**config.mk**
```make
export PLATFORM = sky130hd
export DESIGN_NAME = dns_name_label_encoder_unit
export DESIGN_NICKNAME = d
export VERILOG_FILES = /design/src/rtl/dnsle_pkg.sv /design/src/rtl/dns_name_label_encoder_unit.sv /design/src/rtl/dnsle_label_ram.sv /design/src/rtl/dnsle_ctrl.sv
export SDC_FILE = /design/constraint.sdc
export NUM_CORES = 1
export LEC_CHECK = 0
export BUFFER_PORTS_ARGS = -buffer_cell sky130_fd_sc_hd__buf_2
export CAP_MARGIN = 20
export CELL_PAD_IN_SITES_DETAIL_PLACEMENT = 1
export CELL_PAD_IN_SITES_GLOBAL_PLACEMENT = 2
export CORE_UTILIZATION = 45
export CTS_CLUSTER_DIAMETER = 100
export CTS_CLUSTER_SIZE = 30
export DETAILED_ROUTE_END_ITERATION = 12
export PLACE_DENSITY = 0.85
export SYNTH_ARGS = -nofsm -noshare
export SYNTH_HDL_FRONTEND = slang
export SYNTH_SLANG_ARGS = --single-unit
```
**constraint.sdc**
```tcl
create_clock -name clock -period 4.5 [get_ports clock]
set_clock_uncertainty 0.1 [all_clocks]
set_input_delay 0.9 -clock clock [delete_from_list [all_inputs] [get_ports clock]]
set_output_delay 0.9 -clock clock [all_outputs]
set_load 0.02 [all_outputs]
```
**src/rtl/dnsle_pkg.sv**
```systemverilog
// Shared types and constants for the DNS name label encoder.
// No dependencies; every other file of the block imports this package.
package dnsle_pkg;

   // Longest label carried on the wire; longer labels are cut to this.
   localparam int MAX_LABEL = 63;
   // Label character count, able to hold MAX_LABEL itself.
   localparam int LBL_CW    = $clog2(MAX_LABEL + 1);
   // Address into the label store, which holds MAX_LABEL entries.
   localparam int LBL_AW    = $clog2(MAX_LABEL);

   localparam logic [7:0] DOT_CHAR  = 8'd46;
   localparam logic [7:0] ROOT_BYTE = 8'd0;

   localparam logic MODE_CHAR = 1'b0;
   localparam logic MODE_END  = 1'b1;

   typedef struct packed {
      logic       mode;
      logic [7:0] char_byte;
   } req_word_type;

   typedef struct packed {
      logic [7:0] out_byte;
      logic       last_of_run;
   } rsp_word_type;

   // Port controls that the sequencer hands to the label store.
   typedef struct packed {
      logic              wr_en;
      logic [LBL_AW-1:0] wr_addr;
      logic [7:0]        wr_data;
      logic [LBL_AW-1:0] rd_addr;
   } ram_ctl_type;

endpackage

```
**src/rtl/dns_name_label_encoder_unit.sv**
```systemverilog
// Top level of the DNS name label encoder: sequencer plus label store.
// Depends on dnsle_pkg, dnsle_ctrl and dnsle_label_ram.

// Turns a dotted host name, one character word at a time, into DNS wire
// format. Characters are written to a 63-entry label store, producing no
// output, and can be taken back to back. A dot or an end-of-name word (and a
// label that reaches 63 characters) starts a readout: the length byte, then
// one character per cycle from the store while the result side keeps up,
// then the zero root byte at the end of a name; an empty last label gives
// only the root byte. The single read port of the label store sets that
// pace. New words are taken only between readouts. Characters beyond 63
// in a label are dropped up to and including the next dot, and last_of_run
// marks the final word caused by each input word.
module dns_name_label_encoder_unit (
   input  logic                    clock,
   input  logic                    reset,
   input  logic                    req_valid,
   output logic                    req_ready,
   input  dnsle_pkg::req_word_type req_data,
   output logic                    rsp_valid,
   input  logic                    rsp_ready,
   output dnsle_pkg::rsp_word_type rsp_data
);
   import dnsle_pkg::*;

   ram_ctl_type ram_ctl;
   logic [7:0]  rd_data;

   dnsle_ctrl u_ctrl (
      .clock     (clock),
      .reset     (reset),
      .req_valid (req_valid),
      .req_ready (req_ready),
      .req_data  (req_data),
      .rsp_valid (rsp_valid),
      .rsp_ready (rsp_ready),
      .rsp_data  (rsp_data),
      .ram_ctl   (ram_ctl),
      .rd_data   (rd_data)
   );

   dnsle_label_ram u_ram (
      .clock   (clock),
      .ram_ctl (ram_ctl),
      .rd_data (rd_data)
   );

endmodule

```
**src/rtl/dnsle_label_ram.sv**
```systemverilog
// Label character store: one write port and one read port with registered data.
// Depends on dnsle_pkg for the depth, address width and control struct.
module dnsle_label_ram (
   input  logic                   clock,
   input  dnsle_pkg::ram_ctl_type ram_ctl,
   output logic [7:0]             rd_data
);
   import dnsle_pkg::*;

   logic [7:0] mem_ff [MAX_LABEL];
   logic [7:0] rd_data_ff;

   always_ff @(posedge clock) begin
      if (ram_ctl.wr_en) begin
         mem_ff[ram_ctl.wr_addr] <= ram_ctl.wr_data;
      end
      rd_data_ff <= mem_ff[ram_ctl.rd_addr];
   end

   assign rd_data = rd_data_ff;

endmodule

```
**src/rtl/dnsle_ctrl.sv**
```systemverilog
// Sequencer of the label encoder: label bookkeeping, readout of the label store
// and the result output register. Depends on dnsle_pkg.
module dnsle_ctrl (
   input  logic                    clock,
   input  logic                    reset,
   input  logic                    req_valid,
   output logic                    req_ready,
   input  dnsle_pkg::req_word_type req_data,
   output logic                    rsp_valid,
   input  logic                    rsp_ready,
   output dnsle_pkg::rsp_word_type rsp_data,
   output dnsle_pkg::ram_ctl_type  ram_ctl,
   input  logic [7:0]              rd_data
);
   import dnsle_pkg::*;

   typedef enum logic [1:0] {
      S_IDLE,
      S_LEN,
      S_CHR,
      S_ROOT
   } state_type;

   state_type         state_ff, state_in;
   logic [LBL_CW-1:0] count_ff, count_in;
   logic              discard_ff, discard_in;
   logic [LBL_CW-1:0] len_ff, len_in;
   logic              root_ff, root_in;
   logic [LBL_AW-1:0] idx_ff, idx_in;
   logic              rsp_valid_ff, rsp_valid_in;
   rsp_word_type      rsp_word_ff, rsp_word_in;

   logic              req_fire;
   logic              out_free;
   logic              last_chr;
   logic [LBL_CW-1:0] count_inc;

   assign req_ready = (state_ff == S_IDLE);
   assign req_fire  = req_valid && req_ready;
   assign out_free  = !rsp_valid_ff || rsp_ready;
   assign count_inc = count_ff + LBL_CW'(1);
   assign last_chr  = (LBL_CW'(idx_ff) == (len_ff - LBL_CW'(1)));

   always_comb begin
      state_in     = state_ff;
      count_in     = count_ff;
      discard_in   = discard_ff;
      len_in       = len_ff;
      root_in      = root_ff;
      idx_in       = idx_ff;
      rsp_valid_in = rsp_valid_ff && !rsp_ready;
      rsp_word_in  = rsp_word_ff;

      ram_ctl.wr_en   = 1'b0;
      ram_ctl.wr_addr = count_ff[LBL_AW-1:0];
      ram_ctl.wr_data = req_data.char_byte;

      unique case (state_ff)
         S_IDLE: begin
            idx_in = '0;
            if (req_fire) begin
               if (req_data.mode == MODE_END) begin
                  len_in     = count_ff;
                  root_in    = 1'b1;
                  count_in   = '0;
                  discard_in = 1'b0;
                  state_in   = (count_ff != '0) ? S_LEN : S_ROOT;
               end else if (req_data.char_byte == DOT_CHAR) begin
                  count_in = '0;
                  if (discard_ff) begin
                     discard_in = 1'b0;
                  end else begin
                     len_in   = count_ff;
                     root_in  = 1'b0;
                     state_in = S_LEN;
                  end
               end else if (!discard_ff) begin
                  ram_ctl.wr_en = 1'b1;
                  count_in      = count_inc;
                  // A label that reaches full length goes out right away.
                  if (count_inc == LBL_CW'(MAX_LABEL)) begin
                     len_in     = count_inc;
                     root_in    = 1'b0;
                     count_in   = '0;
                     discard_in = 1'b1;
                     state_in   = S_LEN;
                  end
               end
            end
         end
         S_LEN: begin
            if (out_free) begin
               rsp_valid_in            = 1'b1;
               rsp_word_in.out_byte    = 8'(len_ff);
               rsp_word_in.last_of_run = (len_ff == '0) && !root_ff;
               if (len_ff != '0) begin
                  state_in = S_CHR;
               end else begin
                  state_in = root_ff ? S_ROOT : S_IDLE;
               end
            end
         end
         S_CHR: begin
            // The store is read at the next index each cycle, so rd_data
            // always holds the character at idx_ff here.
            if (out_free) begin
               rsp_valid_in            = 1'b1;
               rsp_word_in.out_byte    = rd_data;
               rsp_word_in.last_of_run = last_chr && !root_ff;
               if (last_chr) begin
                  state_in = root_ff ? S_ROOT : S_IDLE;
               end else begin
                  idx_in = idx_ff + LBL_AW'(1);
               end
            end
         end
         S_ROOT: begin
            if (out_free) begin
               rsp_valid_in            = 1'b1;
               rsp_word_in.out_byte    = ROOT_BYTE;
               rsp_word_in.last_of_run = 1'b1;
               state_in                = S_IDLE;
            end
         end
         default: begin
            state_in = S_IDLE;
         end
      endcase

      ram_ctl.rd_addr = idx_in;
   end

   always_ff @(posedge clock) begin
      if (reset) begin
         state_ff     <= S_IDLE;
         count_ff     <= '0;
         discard_ff   <= 1'b0;
         rsp_valid_ff <= 1'b0;
      end else begin
         state_ff     <= state_in;
         count_ff     <= count_in;
         discard_ff   <= discard_in;
         rsp_valid_ff <= rsp_valid_in;
      end
      len_ff      <= len_in;
      root_ff     <= root_in;
      idx_ff      <= idx_in;
      rsp_word_ff <= rsp_word_in;
   end

   assign rsp_valid = rsp_valid_ff;
   assign rsp_data  = rsp_word_ff;

endmodule

```
==> impl_metrics.prom <==
# TYPE chip_impl_metric gauge
chip_impl_metric{name="hold_ws",unit="ps"} 433
chip_impl_metric{name="route.detailed.drc",unit=""} 0
chip_impl_info{name="ys.flop_type",value="sky130_fd_sc_hd__edfxtp_1"} 1
chip_impl_metric{name="dp.cells",unit=""} 2250
chip_impl_metric{name="postRouteWirelength",unit="um"} 62500
chip_impl_metric{name="die_width",unit="um"} 223
chip_impl_metric{name="combPwrFrac",unit=""} 0.245
chip_impl_metric{name="critPathBufInv",unit=""} 4
chip_impl_metric{name="global_route.usage.total",unit=""} 0.249
chip_impl_metric{name="p_sw_frac",unit=""} 0.309
chip_impl_metric{name="synthDistinctLibCells",unit=""} 58
chip_impl_metric{name="clockBufferDepth",unit=""} 3
chip_impl_info{name="worstHoldPathType",value="flop to flop"} 1
chip_impl_info{name="layout.cells.most_common",value="sky130_fd_sc_hd__edfxtp_1"} 1
chip_impl_metric{name="n_antenna_cell",unit=""} 0
chip_impl_metric{name="synthCells",unit=""} 1660
chip_impl_metric{name="max_stage_delay",unit="ps"} 490
chip_impl_metric{name="detail_route.first_pass.iterations",unit=""} 5
chip_impl_metric{name="dieArea",unit="sq um"} 49800
chip_impl_metric{name="drive_above_1_share",unit=""} 0.0795
chip_impl_metric{name="nets",unit=""} 1684
chip_impl_info{name="regToRegEndpoint",value="u_ram.rd_data[1]"} 1
chip_impl_metric{name="vias_after_detailed_routing",unit=""} 14200
chip_impl_metric{name="clockPowerShare",unit=""} 0.229
chip_impl_info{name="critical_path_class",value="flop to flop"} 1
chip_impl_info{name="cp-endpoint",value="u_ram.rd_data[1]"} 1
chip_impl_metric{name="synth_seq_area_share",unit=""} 0.731
chip_impl_metric{name="cellInternalPower",unit="mW"} 7.55
chip_impl_metric{name="synth_async_sr_flop_share",unit=""} 0
chip_impl_metric{name="synth.ff_latch_count",unit=""} 544
chip_impl_metric{name="grt_first_pass_wirelength",unit="um"} 92700
chip_impl_metric{name="via_count_of_the_first_global_routing_pass",unit=""} 14400
chip_impl_metric{name="die_height",unit="um"} 223
chip_impl_metric{name="worst_reg2reg_path_length_in_cells",unit=""} 15
chip_impl_metric{name="boundaryPins",unit=""} 24
chip_impl_metric{name="drtIter0Drc",unit=""} 1416
chip_impl_metric{name="routabilityCongestion",unit=""} 0.861
chip_impl_metric{name="grt_max_degree",unit=""} 145
chip_impl_info{name="setup.worst_path.start",value="u_ctrl.len_ff[0]"} 1
chip_impl_metric{name="power.leakage",unit="nW"} 8.11
chip_impl_metric{name="setup_viol_count_final",unit=""} 0
chip_impl_metric{name="syn_nets",unit=""} 1678
chip_impl_metric{name="cts_clock_pin_slew_for_the_worst_setup_and_hold_paths",unit="ps"} 120
chip_impl_metric{name="detailedPlacementHpwl",unit="um"} 38600
chip_impl_metric{name="placement_rows",unit=""} 80
chip_impl_metric{name="final_setup_tns",unit="ps"} 0
chip_impl_metric{name="syn_avg_cell_area",unit="sq um"} 13.3
chip_impl_metric{name="power-per-cell-area",unit="nW/um^2"} 459
chip_impl_metric{name="p_sw",unit="mW"} 3.38
chip_impl_metric{name="post-route-period-util",unit=""} 0.963
chip_impl_info{name="status",value="finished clean"} 1
chip_impl_metric{name="insertion_delay",unit="ps"} 590
chip_impl_metric{name="antenna_left",unit=""} 0
chip_impl_info{name="critical_path.startpoint_type",value="flop"} 1
chip_impl_metric{name="coreArea",unit="sq um"} 47900
chip_impl_info{name="crit_slowest_cell",value="sky130_fd_sc_hd__o21ai_0"} 1
chip_impl_metric{name="synth-edff-count",unit=""} 520
chip_impl_metric{name="stdcell_count",unit=""} 2289
chip_impl_metric{name="slew_viol_final",unit=""} 0
chip_impl_info{name="critical_path.top_delay_family",value="compound AO/OA/AOI/OAI gates"} 1
chip_impl_metric{name="period_needed",unit="ps"} 4330
chip_impl_metric{name="maxSlewHeadroom",unit=""} 0.346
chip_impl_info{name="final_cell_mix",value="sky130_fd_sc_hd__edfxtp_1, sky130_fd_sc_hd__nand2_1, sky130_fd_sc_hd__a21oi_1"} 1
chip_impl_metric{name="numPortBuffers",unit=""} 23
chip_impl_metric{name="cts_max_level",unit=""} 1
chip_impl_metric{name="cts-buffers-inserted",unit=""} 22
chip_impl_metric{name="yosysWarnings",unit=""} 0
chip_impl_metric{name="antenna_violations_before_repair",unit=""} 0
chip_impl_info{name="timing.critical_path.to_type",value="flop"} 1
chip_impl_metric{name="r2r_setup_slack",unit="ps"} 170
chip_impl_metric{name="cell_area_synth",unit="sq um"} 22000
chip_impl_metric{name="p_seq_frac",unit=""} 0.527
chip_impl_metric{name="critPathArrivalTime",unit="ps"} 4660
chip_impl_metric{name="fillCellCount",unit=""} 4782
chip_impl_metric{name="start_util",unit=""} 0.459
chip_impl_metric{name="critical_path_required",unit="ps"} 4830
chip_impl_metric{name="report.final.hold_viol_count",unit=""} 0
chip_impl_info{name="worst_r2r_startpoint",value="u_ctrl.len_ff[0]"} 1
chip_impl_metric{name="synthToLayoutAreaGrowth",unit="%"} 8.06
chip_impl_metric{name="critical_path.max_fanout",unit=""} 41
chip_impl_metric{name="detailed_place.area",unit="sq um"} 23000
chip_impl_info{name="root_buffer",value="sky130_fd_sc_hd__clkbuf_16"} 1
chip_impl_metric{name="crit_cells",unit=""} 15
chip_impl_metric{name="worst-slew-pin-transition",unit="ps"} 977
chip_impl_metric{name="final_design_area_no_fill",unit="sq um"} 23800
chip_impl_info{name="rsz_0062_raised_after_global_routing",value="false"} 1
chip_impl_metric{name="avgViaCountPerCell",unit=""} 6.20
chip_impl_info{name="clock_tree_from_tritoncts",value="built"} 1
chip_impl_metric{name="count_of_clock_tree_sinks",unit=""} 544
chip_impl_metric{name="postCtsHoldBufs",unit=""} 0
chip_impl_metric{name="max_cap_viol_count",unit=""} 0
chip_impl_metric{name="clock.fmax",unit="MHz"} 231
chip_impl_metric{name="drt-wirelength-per-cell",unit="um"} 27.3
chip_impl_metric{name="grt-ovfl-total",unit=""} 0
chip_impl_info{name="worstPathCellList",value="inv_1 -> ha_1 -> xnor2_1 -> a311o_1 -> nor3b_4 -> buf_4 -> a211o_2 -> and2_4 -> clkinv_8 -> buf_12 -> a21oi_1 -> a22o_1 -> o22ai_1 -> o21ai_0 -> o211ai_1"} 1
chip_impl_metric{name="vdd_drop_max",unit="uV"} 297
==> synth_stat cells, types with 3 or more instances <==
cell type | number | share of area
sky130_fd_sc_hd__edfxtp_1 | 520 | 0.71
sky130_fd_sc_hd__nand2_1 | 285 | 0.049
sky130_fd_sc_hd__a21oi_1 | 220 | 0.050
sky130_fd_sc_hd__nor2_1 | 93 | 0.016
sky130_fd_sc_hd__clkbuf_1 | 51 | 0.0087
sky130_fd_sc_hd__a22oi_1 | 48 | 0.016
sky130_fd_sc_hd__buf_2 | 40 | 0.0091
sky130_fd_sc_hd__a22o_1 | 36 | 0.014
sky130_fd_sc_hd__o21ai_0 | 31 | 0.0070
sky130_fd_sc_hd__nand3_1 | 28 | 0.0064
sky130_fd_sc_hd__o22ai_1 | 28 | 0.0080
sky130_fd_sc_hd__a211oi_1 | 26 | 0.0089
sky130_fd_sc_hd__nor3_1 | 26 | 0.0059
sky130_fd_sc_hd__dfxtp_1 | 24 | 0.022
sky130_fd_sc_hd__inv_1 | 16 | 0.0027
sky130_fd_sc_hd__and3_1 | 15 | 0.0043
sky130_fd_sc_hd__a221oi_1 | 14 | 0.0056
sky130_fd_sc_hd__o211ai_1 | 14 | 0.0048
sky130_fd_sc_hd__buf_1 | 11 | 0.0019
sky130_fd_sc_hd__xnor2_1 | 11 | 0.0044
sky130_fd_sc_hd__a21o_1 | 9 | 0.0031
sky130_fd_sc_hd__a31oi_1 | 9 | 0.0026
sky130_fd_sc_hd__buf_4 | 7 | 0.0024
sky130_fd_sc_hd__o21a_1 | 7 | 0.0024
sky130_fd_sc_hd__o22a_1 | 7 | 0.0028
sky130_fd_sc_hd__o32ai_1 | 7 | 0.0028
sky130_fd_sc_hd__or4_1 | 7 | 0.0024
sky130_fd_sc_hd__mux2i_1 | 6 | 0.0027
sky130_fd_sc_hd__and2_1 | 5 | 0.0014
sky130_fd_sc_hd__ha_1 | 5 | 0.0028
sky130_fd_sc_hd__nor2b_1 | 5 | 0.0014
sky130_fd_sc_hd__nor4_1 | 5 | 0.0014
sky130_fd_sc_hd__a311o_1 | 4 | 0.0018
sky130_fd_sc_hd__a311oi_1 | 4 | 0.0016
sky130_fd_sc_hd__or3_1 | 4 | 0.0011
sky130_fd_sc_hd__inv_2 | 3 | 0.00051
sky130_fd_sc_hd__nand3b_1 | 3 | 0.0010
sky130_fd_sc_hd__xor2_1 | 3 | 0.0012
==> worst min-delay path by stage <==
stage	start	to	cells after the start
after floorplan	u_ram.rd_data[0]	u_ctrl.rsp_data[1]	2
after global placement	u_ram.rd_data[7]	u_ctrl.rsp_data[8]	1
after detailed placement	u_ram.rd_data[7]	u_ctrl.rsp_data[8]	1
after CTS	req_valid	u_ctrl.discard_ff	2
after global routing	req_valid	u_ctrl.discard_ff	2
final	u_ram.rd_data[5]	u_ctrl.rsp_data[6]	2
==> layout make-up <==
type / count / area (sq um) / area share
clock inverter: 2 / 47.5 / 0.00200
multi-input combinational: 987 / 5380 / 0.226
inverter: 20 / 90.1 / 0.00379
clock buffer: 30 / 602 / 0.0253
tap: 615 / 769 / 0.0323
timing repair buffer: 91 / 805 / 0.0338
sequential: 544 / 16100 / 0.677
==> sequential cells by signal, summed over array words and instances (netlist names) <==
register / flops
u_ctrl.rsp_data: 9
u_ctrl.rsp_valid: 1
u_ctrl.root_ff: 1
u_ctrl.state_ff: 2
u_ram.mem_ff: 504
u_ctrl.count_ff: 6
u_ram.rd_data: 8
u_ctrl.discard_ff: 1
u_ctrl.len_ff: 6
u_ctrl.idx_ff: 6
==> stage by stage <==
step	util	setup WS [ps]	total power [mW]
finish	0.496	166	10.9
global route	0.496	8.28	11.3
global placement	0.480	97.3	8.36
detailed placement	0.480	18.5	8.45
CTS	0.493	7.00	10.9
floorplan	-	1080	7.50
==> routing by layer <==
layer | track usage | part of all wire | up-vias
li1 | - | - | 6253
met1 | 0.346 | 0.43 | 7387
met2 | 0.417 | 0.49 | 462
met3 | 0.0278 | 0.057 | 83
met4 | 0.0652 | 0.025 | 0
met5 | 0 | 0 | -
==> worst min-delay path: stages, from the launching register on <==
cell,delay [ps]
sky130_fd_sc_hd__dfxtp_1,330
sky130_fd_sc_hd__nand2_1,40
sky130_fd_sc_hd__o21ai_0,60
==> cells by family (layout without fill, tap and decap cells) <==
group,after synthesis,in the layout,synth area share
flip-flops,544,544,0.731
AND/OR/NAND/NOR,486,486,0.0937
AO/OA/AOI/OAI,474,474,0.137
buffers and inverters,129,143,0.0255
XOR/XNOR,15,15,0.00659
multiplexers,7,7,0.00335
adder cells (fa/ha/maj),5,5,0.00284
==> power by group through the flow <==
stage	registers [mW]	logic, mW	clock network (mW)
after floorplan	5.90	1.61	0
after global placement	5.87	2.50	0
after detailed placement	5.87	2.58	0
after CTS	5.75	2.59	2.53
after global routing	5.77	2.87	2.66
final	5.75	2.67	2.50
==> repair_timing <==
item,CTS,global route
pin swaps,0,2
cloned,0,2
gates resized for setup,1,9
buffers inserted,0,5
setup endpoints to repair,1,8
Note: power is estimated with default switching activity, not from simulation.
